$ cat src/rtl/core/drpu_pkg.sv
// Shared types, constants and helpers for the dead-reckoning pose update block.
package drpu_pkg;

   // CORDIC datapath: Q2.30 values with guard bits
   localparam int CordW = 34;
   typedef logic signed [CordW-1:0] cord_type;

   // Heading accumulation width (Q4.28 plus growth of the yaw increment)
   localparam int WideW = 46;
   typedef logic signed [WideW-1:0] wide_type;

   // Shared multiplier operands and product
   localparam int MulAW = 34;
   localparam int MulBW = 33;
   localparam int ProdW = MulAW + MulBW;
   typedef logic signed [MulAW-1:0] mul_a_type;
   typedef logic signed [MulBW-1:0] mul_b_type;
   typedef logic signed [ProdW-1:0] prod_type;

   typedef logic signed [31:0] word_type;

   // Arctangent table depth and index width
   localparam int AtanEntries = 30;
   localparam int IdxW = 5;
   typedef logic [IdxW-1:0] idx_type;

   // Angle constants, Q4.28
   localparam cord_type PiQ28       = 34'sd843314857;
   localparam cord_type NegPiQ28    = -34'sd843314857;
   localparam cord_type HalfPiQ28   = 34'sd421657428;
   localparam cord_type NegHalfPiQ28 = -34'sd421657428;
   localparam cord_type TwoPiQ28    = 34'sd1686629713;
   localparam wide_type TwoPiWide    = 46'sd1686629713;
   localparam wide_type NegTwoPiWide = -46'sd1686629713;

   // Reciprocal CORDIC gain, Q2.30
   localparam cord_type GainQ30 = 34'sd652032874;

   // Saturation bounds
   localparam wide_type S32Max = 46'sd2147483647;
   localparam wide_type S32Min = -46'sd2147483648;

   localparam logic [23:0] TimeStepReset = 24'd16777;

   typedef struct packed {
      cord_type cos_val;
      cord_type sin_val;
   } cordic_res_type;

   // Arctangent of 2^-i, Q2.30
   function automatic cord_type atan_lookup(input idx_type idx);
      cord_type r;
      case (idx)
         5'd0:  r = 34'sd843314856;
         5'd1:  r = 34'sd497837829;
         5'd2:  r = 34'sd263043836;
         5'd3:  r = 34'sd133525158;
         5'd4:  r = 34'sd67021686;
         5'd5:  r = 34'sd33543515;
         5'd6:  r = 34'sd16775850;
         5'd7:  r = 34'sd8388437;
         5'd8:  r = 34'sd4194282;
         5'd9:  r = 34'sd2097149;
         5'd10: r = 34'sd1048575;
         5'd11: r = 34'sd524287;
         5'd12: r = 34'sd262143;
         5'd13: r = 34'sd131071;
         5'd14: r = 34'sd65535;
         5'd15: r = 34'sd32767;
         5'd16: r = 34'sd16383;
         5'd17: r = 34'sd8191;
         5'd18: r = 34'sd4095;
         5'd19: r = 34'sd2047;
         5'd20: r = 34'sd1023;
         5'd21: r = 34'sd511;
         5'd22: r = 34'sd255;
         5'd23: r = 34'sd127;
         5'd24: r = 34'sd63;
         5'd25: r = 34'sd31;
         5'd26: r = 34'sd15;
         5'd27: r = 34'sd7;
         5'd28: r = 34'sd3;
         5'd29: r = 34'sd1;
         default: r = '0;
      endcase
      return r;
   endfunction

   // Clamp to the signed 32-bit range
   function automatic word_type sat32(input wide_type v);
      word_type r;
      if (v > S32Max) begin
         r = 32'sh7fffffff;
      end else if (v < S32Min) begin
         r = 32'sh80000000;
      end else begin
         r = v[31:0];
      end
      return r;
   endfunction

endpackage

$ cat src/rtl/core/drpu_mul.sv
// Shared signed multiplier with a registered product.
module drpu_mul (
   input  logic                 clock,
   input  drpu_pkg::mul_a_type  op_a,
   input  drpu_pkg::mul_b_type  op_b,
   output drpu_pkg::prod_type   prod
);
   import drpu_pkg::*;

   prod_type prod_ff;
   prod_type prod_in;

   // Form the product; it is registered and available in the cycle after the operands
   assign prod_in = prod_type'(op_a) * prod_type'(op_b);

   always_ff @(posedge clock) begin
      prod_ff <= prod_in;
   end

   assign prod = prod_ff;

endmodule

$ cat config.mk
export PLATFORM = sky130hd
export DESIGN_NAME = drpu_mul
export DESIGN_NICKNAME = d
export VERILOG_FILES = /design/src/rtl/core/drpu_pkg.sv /design/src/rtl/core/drpu_mul.sv
export SDC_FILE = /design/constraint.sdc
export NUM_CORES = 2
export LEC_CHECK = 0
export BUFFER_PORTS_ARGS = -buffer_cell sky130_fd_sc_hd__buf_2
export CAP_MARGIN = 15
export CORE_UTILIZATION = 40
export DETAILED_ROUTE_END_ITERATION = 10
export PLACE_DENSITY_LB_ADDON = 0.3
export SLEW_MARGIN = 20
export SYNTH_ARGS = -nofsm -noshare
export SYNTH_HDL_FRONTEND = slang
export SYNTH_SLANG_ARGS = --single-unit
$ cat constraint.sdc
create_clock -name clock -period 13.6 [get_ports clock]
set_input_delay 0 -clock clock [delete_from_list [all_inputs] [get_ports clock]]
set_output_delay 0 -clock clock [all_outputs]
set_load 0.01 [all_outputs]
==> flow_summary.toml <==
[outcome]
status = "complete, no violations"

[sta]
period_minus_slack_ps = 8130
relSlewSlack_pct = 24.9
final.period_utilization_pct = 59.8
worst_slew_pin_slew_ps = 1120
maxSlewViolCount = 0
hold_violations = 0
setup_tns_ps = 0
finalSetupViolations = 0
rsz0062_at_grt = "no"
max_freq_mhz = 123

[min_path]
hold_path_class = "input port to flop"
hp-start = "op_b[0]"
hold_end = "prod[0]"
hold_depth = 2

[cells_and_area]
largest_reg_flops = 67
stdcell_area_mm2 = 0.0433
syn2layout_area_growth_pct = 4.94
num-fill-cells = 10166
fin_nets = 5815
drive_above_1_share_pct = 4.34
final_util_pct = 42.5

[synthesis]
ys_warn_count = 0
netlist_area_mm2 = 0.0413
synthFlopType = "dfxtp_1"
syn-num-nets = 5872
ys_seq_elements = 67
synth-async-reset-ratio_pct = 0
synth_area_per_cell_um2 = 9.36
yosysUniqueCellTypes = 59
synthTopCellsByCount = "fa_1 (1176), inv_1 (1162), nand2_1 (580), and2_1 (554), clkbuf_1 (220)"
syn_inst = 4409
yosysMostFrequentCell = "fa_1"
synth_edf_count = 0
yosysTopAreaCell = "fa_1"
yosys-top-cells-area = "fa_1 (57%), inv_1 (11%), and2_1 (8.4%)"
synth_top_area_share_pct = 57.0
synth-seq-area-share_pct = 3.25

[clocking]
cts_made_buffers = 9
cts_resized = 0
clock_tree.buffer_depth = 2
postCtsHoldBufs = 0
clock_sinks = 67
htree_levels = 3
clk_pin_slew_ps = 70
cts_tree = "built"
root_buffer = "clkbuf_16"
postCtsSetupBuffers = 0

[place]
dpl_cell_area_mm2 = 0.0430
routabilityCongestion = 0.870
io_buffer_count = 134
dpl.hpwl_um = 89600

[worst_setup_path]
arrival_ps = 8360
cp-end-kind = "flop"
critPathLaunchType = "input port"
critPathKind = "input port to flop"
crit_required_ps = 13830
cp_max_fo = 33

[routing]
drt_wl_total_um = 116000
routedWlPerCell_um = 20.3
via_per_inst = 5.05
ant_nets = 0
drtIter0Drc = 1754
drc = 0
vias = 28952
first_pass_iters = 5

[die]
io_pins = 135
die-width_um = 323
initial_utilization_pct = 40.5
core_mm2 = 0.102
floorplan.rows = 117
floorplan.die.height_um = 323
dieArea_mm2 = 0.104

[global_routing]
grt_antenna_before_repair = 3
grt_pass1_wl_um = 184000
grt-ovfl-total = 0
grt_usage_pct = 23.3
grt_pass1_vias = 32000
grt_max_degree = 35

[job]
cap_violations = 0
how the worst max path moves through the flow:
stage / from / end / slack [ps] / cells past startpoint
final: op_a[33] / prod[65] / 5470 / 20
after global routing: op_a[33] / prod[65] / 5070 / 22
after CTS: op_b[3] / prod[65] / 5560 / 20
after detailed placement: op_a[33] / prod[65] / 5220 / 22
after global placement: op_b[0] / prod[65] / 5230 / 20
after floorplan: op_a[33] / prod[63] / 6270 / 25
final cells by class:
type | count | area, µm² | share of cell area [%]
multi-input cells | 2953 | 34700 | 80.1
inverters | 1163 | 4370 | 10.1
well taps | 1368 | 1710 | 3.95
flip-flops and latches | 67 | 1340 | 3.10
repair buffers | 158 | 851 | 1.96
clock buffers | 9 | 225 | 0.520
clock inverters | 7 | 98.8 | 0.228
diodes | 3 | 7.51 | 0.0173
placed cells by master (no fill, tap or decap), types with 20 or more instances in the layout:
master,n
a21o_1,30
a21oi_1,72
and2_1,554
buf_2,134
buf_4,24
dfxtp_1,67
fa_1,1176
ha_1,219
inv_1,1162
nand2_1,580
nand3_1,20
nor2_1,60
o21ai_0,27
xnor2_1,57
critical path, stage by stage:
cell and delay (ps):
buf_2 490, nand2_1 180, inv_1 180, fa_1 540
fa_1 630, fa_1 670, fa_1 1340, fa_1 590
fa_1 510, fa_1 490, inv_1 50, fa_1 490
inv_1 40, ha_1 350, o2111ai_1 550, nor2_1 160
a211oi_1 400, a21oi_1 150, o21ai_1 340, o211ai_1 150
kinds of logic (layout without fill, tap and decap cells):
kind of cell | Yosys count | count (layout) | synth area share [%]
muxes | 1 | 1 | 0.0243
DFF | 67 | 67 | 3.25
and+or+nand+nor | 1272 | 1272 | 15.4
buffers and inverters | 1389 | 1337 | 12.6
adders and majority gates | 1395 | 1395 | 63.7
xor gates and xnor gates | 75 | 75 | 1.59
AOI/OAI and AO/OA | 210 | 210 | 3.45
other | 0 | 3 | 0
metrics by stage:
stage	instances	setup slack [ps]	hold slack (ps)
5_1_grt	5725	5070	246
2_1_floorplan	4409	6270	122
3_5_place_dp	5709	5220	394
4_1_cts	5725	5560	208
6_report	5728	5470	233
3_3_place_gp	5709	5230	393
routing by layer:
metal / part of all wire, % / up-vias / global-route usage, %
li1: - / 12331 / -
met1: 39 / 15433 / 28.5
met2: 52 / 938 / 42.1
met3: 5.2 / 250 / 2.77
met4: 4.2 / 0 / 8.52
met5: 0 / - / 0
Power is not shown: default switching activity piles up to over one toggle a cycle in this logic, so the estimate is an artifact.
