[src/rtl/core/drpu_pkg.sv]
// Shared types, constants and helpers for the dead-reckoning pose update block.
package drpu_pkg;

   // CORDIC datapath: Q2.30 values with guard bits
   localparam int CordW = 34;
   typedef logic signed [CordW-1:0] cord_type;

   // Heading accumulation width (Q4.28 plus growth of the yaw increment)
   localparam int WideW = 46;
   typedef logic signed [WideW-1:0] wide_type;

   // Shared multiplier operands and product
   localparam int MulAW = 34;
   localparam int MulBW = 33;
   localparam int ProdW = MulAW + MulBW;
   typedef logic signed [MulAW-1:0] mul_a_type;
   typedef logic signed [MulBW-1:0] mul_b_type;
   typedef logic signed [ProdW-1:0] prod_type;

   typedef logic signed [31:0] word_type;

   // Arctangent table depth and index width
   localparam int AtanEntries = 30;
   localparam int IdxW = 5;
   typedef logic [IdxW-1:0] idx_type;

   // Angle constants, Q4.28
   localparam cord_type PiQ28       = 34'sd843314857;
   localparam cord_type NegPiQ28    = -34'sd843314857;
   localparam cord_type HalfPiQ28   = 34'sd421657428;
   localparam cord_type NegHalfPiQ28 = -34'sd421657428;
   localparam cord_type TwoPiQ28    = 34'sd1686629713;
   localparam wide_type TwoPiWide    = 46'sd1686629713;
   localparam wide_type NegTwoPiWide = -46'sd1686629713;

   // Reciprocal CORDIC gain, Q2.30
   localparam cord_type GainQ30 = 34'sd652032874;

   // Saturation bounds
   localparam wide_type S32Max = 46'sd2147483647;
   localparam wide_type S32Min = -46'sd2147483648;

   localparam logic [23:0] TimeStepReset = 24'd16777;

   typedef struct packed {
      cord_type cos_val;
      cord_type sin_val;
   } cordic_res_type;

   // Arctangent of 2^-i, Q2.30
   function automatic cord_type atan_lookup(input idx_type idx);
      cord_type r;
      case (idx)
         5'd0:  r = 34'sd843314856;
         5'd1:  r = 34'sd497837829;
         5'd2:  r = 34'sd263043836;
         5'd3:  r = 34'sd133525158;
         5'd4:  r = 34'sd67021686;
         5'd5:  r = 34'sd33543515;
         5'd6:  r = 34'sd16775850;
         5'd7:  r = 34'sd8388437;
         5'd8:  r = 34'sd4194282;
         5'd9:  r = 34'sd2097149;
         5'd10: r = 34'sd1048575;
         5'd11: r = 34'sd524287;
         5'd12: r = 34'sd262143;
         5'd13: r = 34'sd131071;
         5'd14: r = 34'sd65535;
         5'd15: r = 34'sd32767;
         5'd16: r = 34'sd16383;
         5'd17: r = 34'sd8191;
         5'd18: r = 34'sd4095;
         5'd19: r = 34'sd2047;
         5'd20: r = 34'sd1023;
         5'd21: r = 34'sd511;
         5'd22: r = 34'sd255;
         5'd23: r = 34'sd127;
         5'd24: r = 34'sd63;
         5'd25: r = 34'sd31;
         5'd26: r = 34'sd15;
         5'd27: r = 34'sd7;
         5'd28: r = 34'sd3;
         5'd29: r = 34'sd1;
         default: r = '0;
      endcase
      return r;
   endfunction

   // Clamp to the signed 32-bit range
   function automatic word_type sat32(input wide_type v);
      word_type r;
      if (v > S32Max) begin
         r = 32'sh7fffffff;
      end else if (v < S32Min) begin
         r = 32'sh80000000;
      end else begin
         r = v[31:0];
      end
      return r;
   endfunction

endpackage

[src/rtl/core/drpu_cordic.sv]
// Iterative rotation-mode CORDIC: one micro-rotation per cycle, gives cos and sin.
module drpu_cordic #(
   parameter int ITERATIONS = 24
) (
   input  logic                      clock,
   input  logic                      reset,
   input  logic                      start,
   input  drpu_pkg::word_type        angle,
   output logic                      done,
   output drpu_pkg::cordic_res_type  result
);
   import drpu_pkg::*;

   localparam int NumIter = (ITERATIONS > AtanEntries) ? AtanEntries : ITERATIONS;
   localparam idx_type LastIdx = IdxW'(NumIter - 1);

   cord_type x_ff, x_in;
   cord_type y_ff, y_in;
   cord_type z_ff, z_in;
   logic     flip_ff, flip_in;
   idx_type  cnt_ff, cnt_in;
   logic     busy_ff, busy_in;
   logic     done_ff, done_in;

   cord_type a0, a1, a2;
   logic     flip_red;
   cord_type xs, ys, at;

   // Reduce the angle to [-pi/2, pi/2]: one turn, then a half turn with sign flip
   always_comb begin
      a0 = {{(CordW - 32){angle[31]}}, angle};
      if (a0 > PiQ28) begin
         a1 = a0 - TwoPiQ28;
      end else if (a0 < NegPiQ28) begin
         a1 = a0 + TwoPiQ28;
      end else begin
         a1 = a0;
      end
      flip_red = 1'b0;
      if (a1 > HalfPiQ28) begin
         a2 = a1 - PiQ28;
         flip_red = 1'b1;
      end else if (a1 < NegHalfPiQ28) begin
         a2 = a1 + PiQ28;
         flip_red = 1'b1;
      end else begin
         a2 = a1;
      end
   end

   // Micro-rotation operands
   assign xs = x_ff >>> cnt_ff;
   assign ys = y_ff >>> cnt_ff;
   assign at = atan_lookup(cnt_ff);

   // Load on start, rotate while busy
   always_comb begin
      x_in    = x_ff;
      y_in    = y_ff;
      z_in    = z_ff;
      flip_in = flip_ff;
      cnt_in  = cnt_ff;
      busy_in = busy_ff;
      done_in = 1'b0;
      if (start) begin
         x_in    = GainQ30;
         y_in    = '0;
         z_in    = a2 <<< 2;
         flip_in = flip_red;
         cnt_in  = '0;
         busy_in = 1'b1;
      end else if (busy_ff) begin
         if (!z_ff[CordW-1]) begin
            x_in = x_ff - ys;
            y_in = y_ff + xs;
            z_in = z_ff - at;
         end else begin
            x_in = x_ff + ys;
            y_in = y_ff - xs;
            z_in = z_ff + at;
         end
         cnt_in = cnt_ff + 1'b1;
         if (cnt_ff == LastIdx) begin
            busy_in = 1'b0;
            done_in = 1'b1;
         end
      end
   end

   always_ff @(posedge clock) begin
      if (reset) begin
         busy_ff <= 1'b0;
         done_ff <= 1'b0;
         cnt_ff  <= '0;
         flip_ff <= 1'b0;
      end else begin
         busy_ff <= busy_in;
         done_ff <= done_in;
         cnt_ff  <= cnt_in;
         flip_ff <= flip_in;
      end
   end

   always_ff @(posedge clock) begin
      x_ff <= x_in;
      y_ff <= y_in;
      z_ff <= z_in;
   end

   assign done           = done_ff;
   assign result.cos_val = flip_ff ? -x_ff : x_ff;
   assign result.sin_val = flip_ff ? -y_ff : y_ff;

endmodule

[config.mk]
export PLATFORM = sky130hd
export DESIGN_NAME = drpu_cordic
export DESIGN_NICKNAME = d
export VERILOG_FILES = /design/src/rtl/core/drpu_pkg.sv /design/src/rtl/core/drpu_cordic.sv
export SDC_FILE = /design/constraint.sdc
export NUM_CORES = 1
export LEC_CHECK = 0
export BUFFER_PORTS_ARGS = -buffer_cell sky130_fd_sc_hd__buf_2
export CORE_AREA = 10 10 174 209
export CTS_BUF_LIST = sky130_fd_sc_hd__clkbuf_4
export CTS_CLUSTER_SIZE = 28
export DETAILED_ROUTE_END_ITERATION = 10
export DIE_AREA = 0 0 184 219
export PLACE_DENSITY = 0.9
export SYNTH_ARGS = -nofsm -noshare
export SYNTH_HDL_FRONTEND = slang
export SYNTH_SLANG_ARGS = --single-unit
[constraint.sdc]
create_clock -name clock -period 7.4 [get_ports clock]
set_input_delay 1.48 -clock clock [delete_from_list [all_inputs] [get_ports clock]]
set_output_delay 1.48 -clock clock [all_outputs]
set_load 0.05 [all_outputs]
==> flow_summary.yaml <==
status:
  status: "completed"
detailed_routing:
  first_iter_violations: 2300
  vias: 21570
  drt-total-wl_microns: 72110
  firstDrtPassIters: 6
  drt-wirelength-per-cell_microns: 23.75
  via_per_inst: 7.102
  drtAntennaViolNets: 0
  drc: 0
cells_and_area:
  syn2layout_area_growth_pct: 4.596
  finish.utilization_pct: 67.48
  fin_cells: 3037
  fillCellCount: 2704
  fin_nets: 2770
  final_area_sq_mm: 0.02164
  layout-drive-gt1-share_pct: 13.81
synth:
  synth-compound-area-share_pct: 23.85
  synth.area.mux_share_pct: 15.77
  syn-instance-count: 2624
  yosys.area.top_type: "mux4_2"
  synth_fa_ha_area_share_pct: 7.365
  synthSimpleGateAreaFrac_pct: 20.72
  synth-edff-count: 32
  synth_area_leaders: "mux4_2 11%, dfxtp_1 10%, xnor2_1 7.8%"
  syn-cell-area_sq_mm: 0.02069
  synth_warnings: 0
  synthArstFlopShare_pct: 0
  avgSynthCellArea_sq_um: 7.885
  synthXorXnorAreaFrac_pct: 12.10
  synth-seq-cells: 140
  synth.net_count: 2779
  synth_cell_types: 99
  seq_area_frac_synth_pct: 15.09
  synth_top_family_by_area: "compound AO/OA/AOI/OAI gates"
  synth_flop_cell: "dfxtp_1"
  synth_top_cell_area_share_pct: 11.43
placed_design:
  place.port_buffers: 103
  place_inst: 3002
  hpwl_microns: 54320
  dpl-instance-area_sq_mm: 0.02137
  post-place-ws_ps: 591.1
  gp_congestion: 1.057
die:
  dieArea_sq_mm: 0.04030
  rows: 72
  initial_core_util_pct: 64.52
  ios: 104
  chipWidth_microns: 184
  core_sq_mm: 0.03207
  die_height_microns: 219
grt:
  grt_pass1_vias: 21020
  grt.total_usage_pct: 34.72
  grt_max_degree: 62
  grtUsageMet3_pct: 6.182
  grt_pass1_wl_microns: 112100
  gr-total-overflow: 0
  grt_use_met1_pct: 36.32
  antenna_found_initial: 3
  grt_most_used_layer: "met2"
  grt_use_met2_pct: 61.44
sta:
  min_period_over_period_pct: 95.09
  clock_skew_ps: 55.35
  finalHoldViolCount: 0
  fmax_mhz: 142.1
  setup_tns_ps: 0
  timing.hold.ws_ps: 526.5
  layout_setup_ws_ps: 363.7
  max_slew.worst_pin.slew_ps: 1186
  setup_viol: 0
  finalMaxSlewViolations: 0
  rsz0062_at_grt: "false"
  maxSlewHeadroom_pct: 20.61
  period_minus_slack_ps: 7036
clock_network:
  cts_tree: "yes"
  cts_buffer_depth: 2
  cts_max_level: 4
  post_cts_buffers: 0
  cts_buffers: 17
  root_buffer: "clkbuf_4"
  post_cts_resized: 0
  cts_sinks: 140
  clock_latency_ps: 690
  clk_pin_slew_ps: 170
  hold_buffers: 0
pwr:
  total_power_mw: 8.535
  cellPowerDensity_mw_per_mm2: 394.4
  ir_drop_mv: 0.3050
  cellLeakagePower_nw: 8.892
setup_path:
  start_kind: "register"
  r2r_end: "y_ff[21]$_SDFFE_PP0P_"
  worst_r2r_path_depth: 23
  critPathArrivalTime_ps: 7570
  worst_path_max_delay_cell: "dfxtp_2"
  crit_buf_inv: 3
  crit_cells: 23
  cp-endpoint: "y_ff[21]$_SDFFE_PP0P_"
  cp_max_fo: 29
  rrSetupSlack_ps: 360
  worstPathRequired_ps: 7930
  cp_cell_sequence: "buf_12 -> buf_4 -> mux4_2 -> mux4_2 -> mux2i_1 -> and3_1 -> nor4bb_1 -> and2_1 -> a21oi_1 -> xor2_1 -> ha_1 -> inv_1 -> o21ai_0 -> or3_1 -> nor3_1 -> o31ai_1 -> a21oi_1 -> o21bai_1 -> a31oi_1 -> nor2_1 -> a2111oi_0 -> xor2_1 -> o21ai_0"
  cp_top_family: "simple AND/OR/NAND/NOR gates"
  crit-reg2reg-launch: "cnt_ff[1]$_SDFFE_PP0P_"
  path_class: "register to register"
  crit_path_max_incr_delay_ps: 880
  startpoint: "cnt_ff[1]$_SDFFE_PP0P_"
  endpoint_kind: "register"
min_path:
  hp-class: "register to register"
flow_run:
  cap_viol_max_count: 0
## synthesized netlist by cell type, drive strengths merged (50+ instances only)
cell / instances
inv: 84
nor2: 237
nand3: 50
a21o: 65
xor2: 99
xnor2: 186
o21ai: 163
nand2: 221
nor3: 67
ha: 117
buf: 59
dfxtp: 108
mux2i: 65
mux4: 105
a21oi: 198
clkbuf: 119
## kinds of logic after synthesis
kind of cell / count (synthesis)
muxes: 192
buffers and inverters: 265
adders and majority gates: 120
AOI/OAI and AO/OA: 755
DFF: 140
and+or+nand+nor: 867
xor gates and xnor gates: 285
## layout make-up
class / instances / area [sq um] / area share, %
diodes: 2 / 5.005 / 0.02313
inverters: 87 / 326.6 / 1.509
well taps: 407 / 509.2 / 2.353
multi-input cells: 2219 / 16520 / 76.31
repair buffers: 150 / 905.9 / 4.186
flip-flops and latches: 140 / 3134 / 14.48
clock inverters: 14 / 110.1 / 0.5088
clock buffers: 18 / 135.1 / 0.6244
## how the worst min path moves through the flow
stage / endpoint / slack [ps] / cells after the start / start
detailed placement: z_ff[0]$_SDFFE_PP0P_ / 500 / 2 / z_ff[0]$_SDFFE_PP0P_
global placement: z_ff[0]$_SDFFE_PP0P_ / 480 / 2 / z_ff[0]$_SDFFE_PP0P_
finish: z_ff[0]$_SDFFE_PP0P_ / 530 / 2 / z_ff[0]$_SDFFE_PP0P_
CTS: z_ff[0]$_SDFFE_PP0P_ / 530 / 2 / z_ff[0]$_SDFFE_PP0P_
global route: z_ff[0]$_SDFFE_PP0P_ / 570 / 2 / z_ff[0]$_SDFFE_PP0P_
floorplan: z_ff[0]$_SDFFE_PP0P_ / 470 / 2 / z_ff[0]$_SDFFE_PP0P_
## layer usage
metal,vias up,part of all wire [%],routed length [microns]
met1,10260,34,24690
met4,2,7.6,5491
met3,349,7.8,5606
li1,9764,-,-
met2,1194,50,36310
met5,-,0.019,14
## sequential cells by signal, summed over array words and instances (netlist names)
register and flops:
x_ff 34, flip_ff 1, cnt_ff 5, at 30
y_ff 34, busy_ff 1, done 1, z_ff 34
## cell usage in the layout (no fill, tap or decap), drive strengths merged, types with 91 or more instances in the layout
cell	Yosys	routed
a21oi	198	198
nor2	237	237
mux4	105	105
nand2	221	221
ha	117	117
inv	84	91
o21ai	163	163
buf	59	150
xnor2	186	186
xor2	99	99
dfxtp	108	108
## power by group
| part | switching (mW) | internal, mW | total, mW |
|---|---|---|---|
| clock network | 0.366 | 0.143 | 0.510 |
| registers | 0.447 | 0.972 | 1.42 |
| logic | 3.96 | 2.65 | 6.61 |
## worst register-to-register path: cells and delay by family (launching register included)
kind,cells,cell delay (ps)
AND/OR/NAND/NOR,6,1850
AO/OA/AOI/OAI,8,1580
multiplexers,3,1320
flip-flops,1,880
buffers and inverters,3,610
XOR/XNOR,2,400
adder cells (fa/ha/maj),1,240
Note: power is estimated with default switching activity, not from simulation.
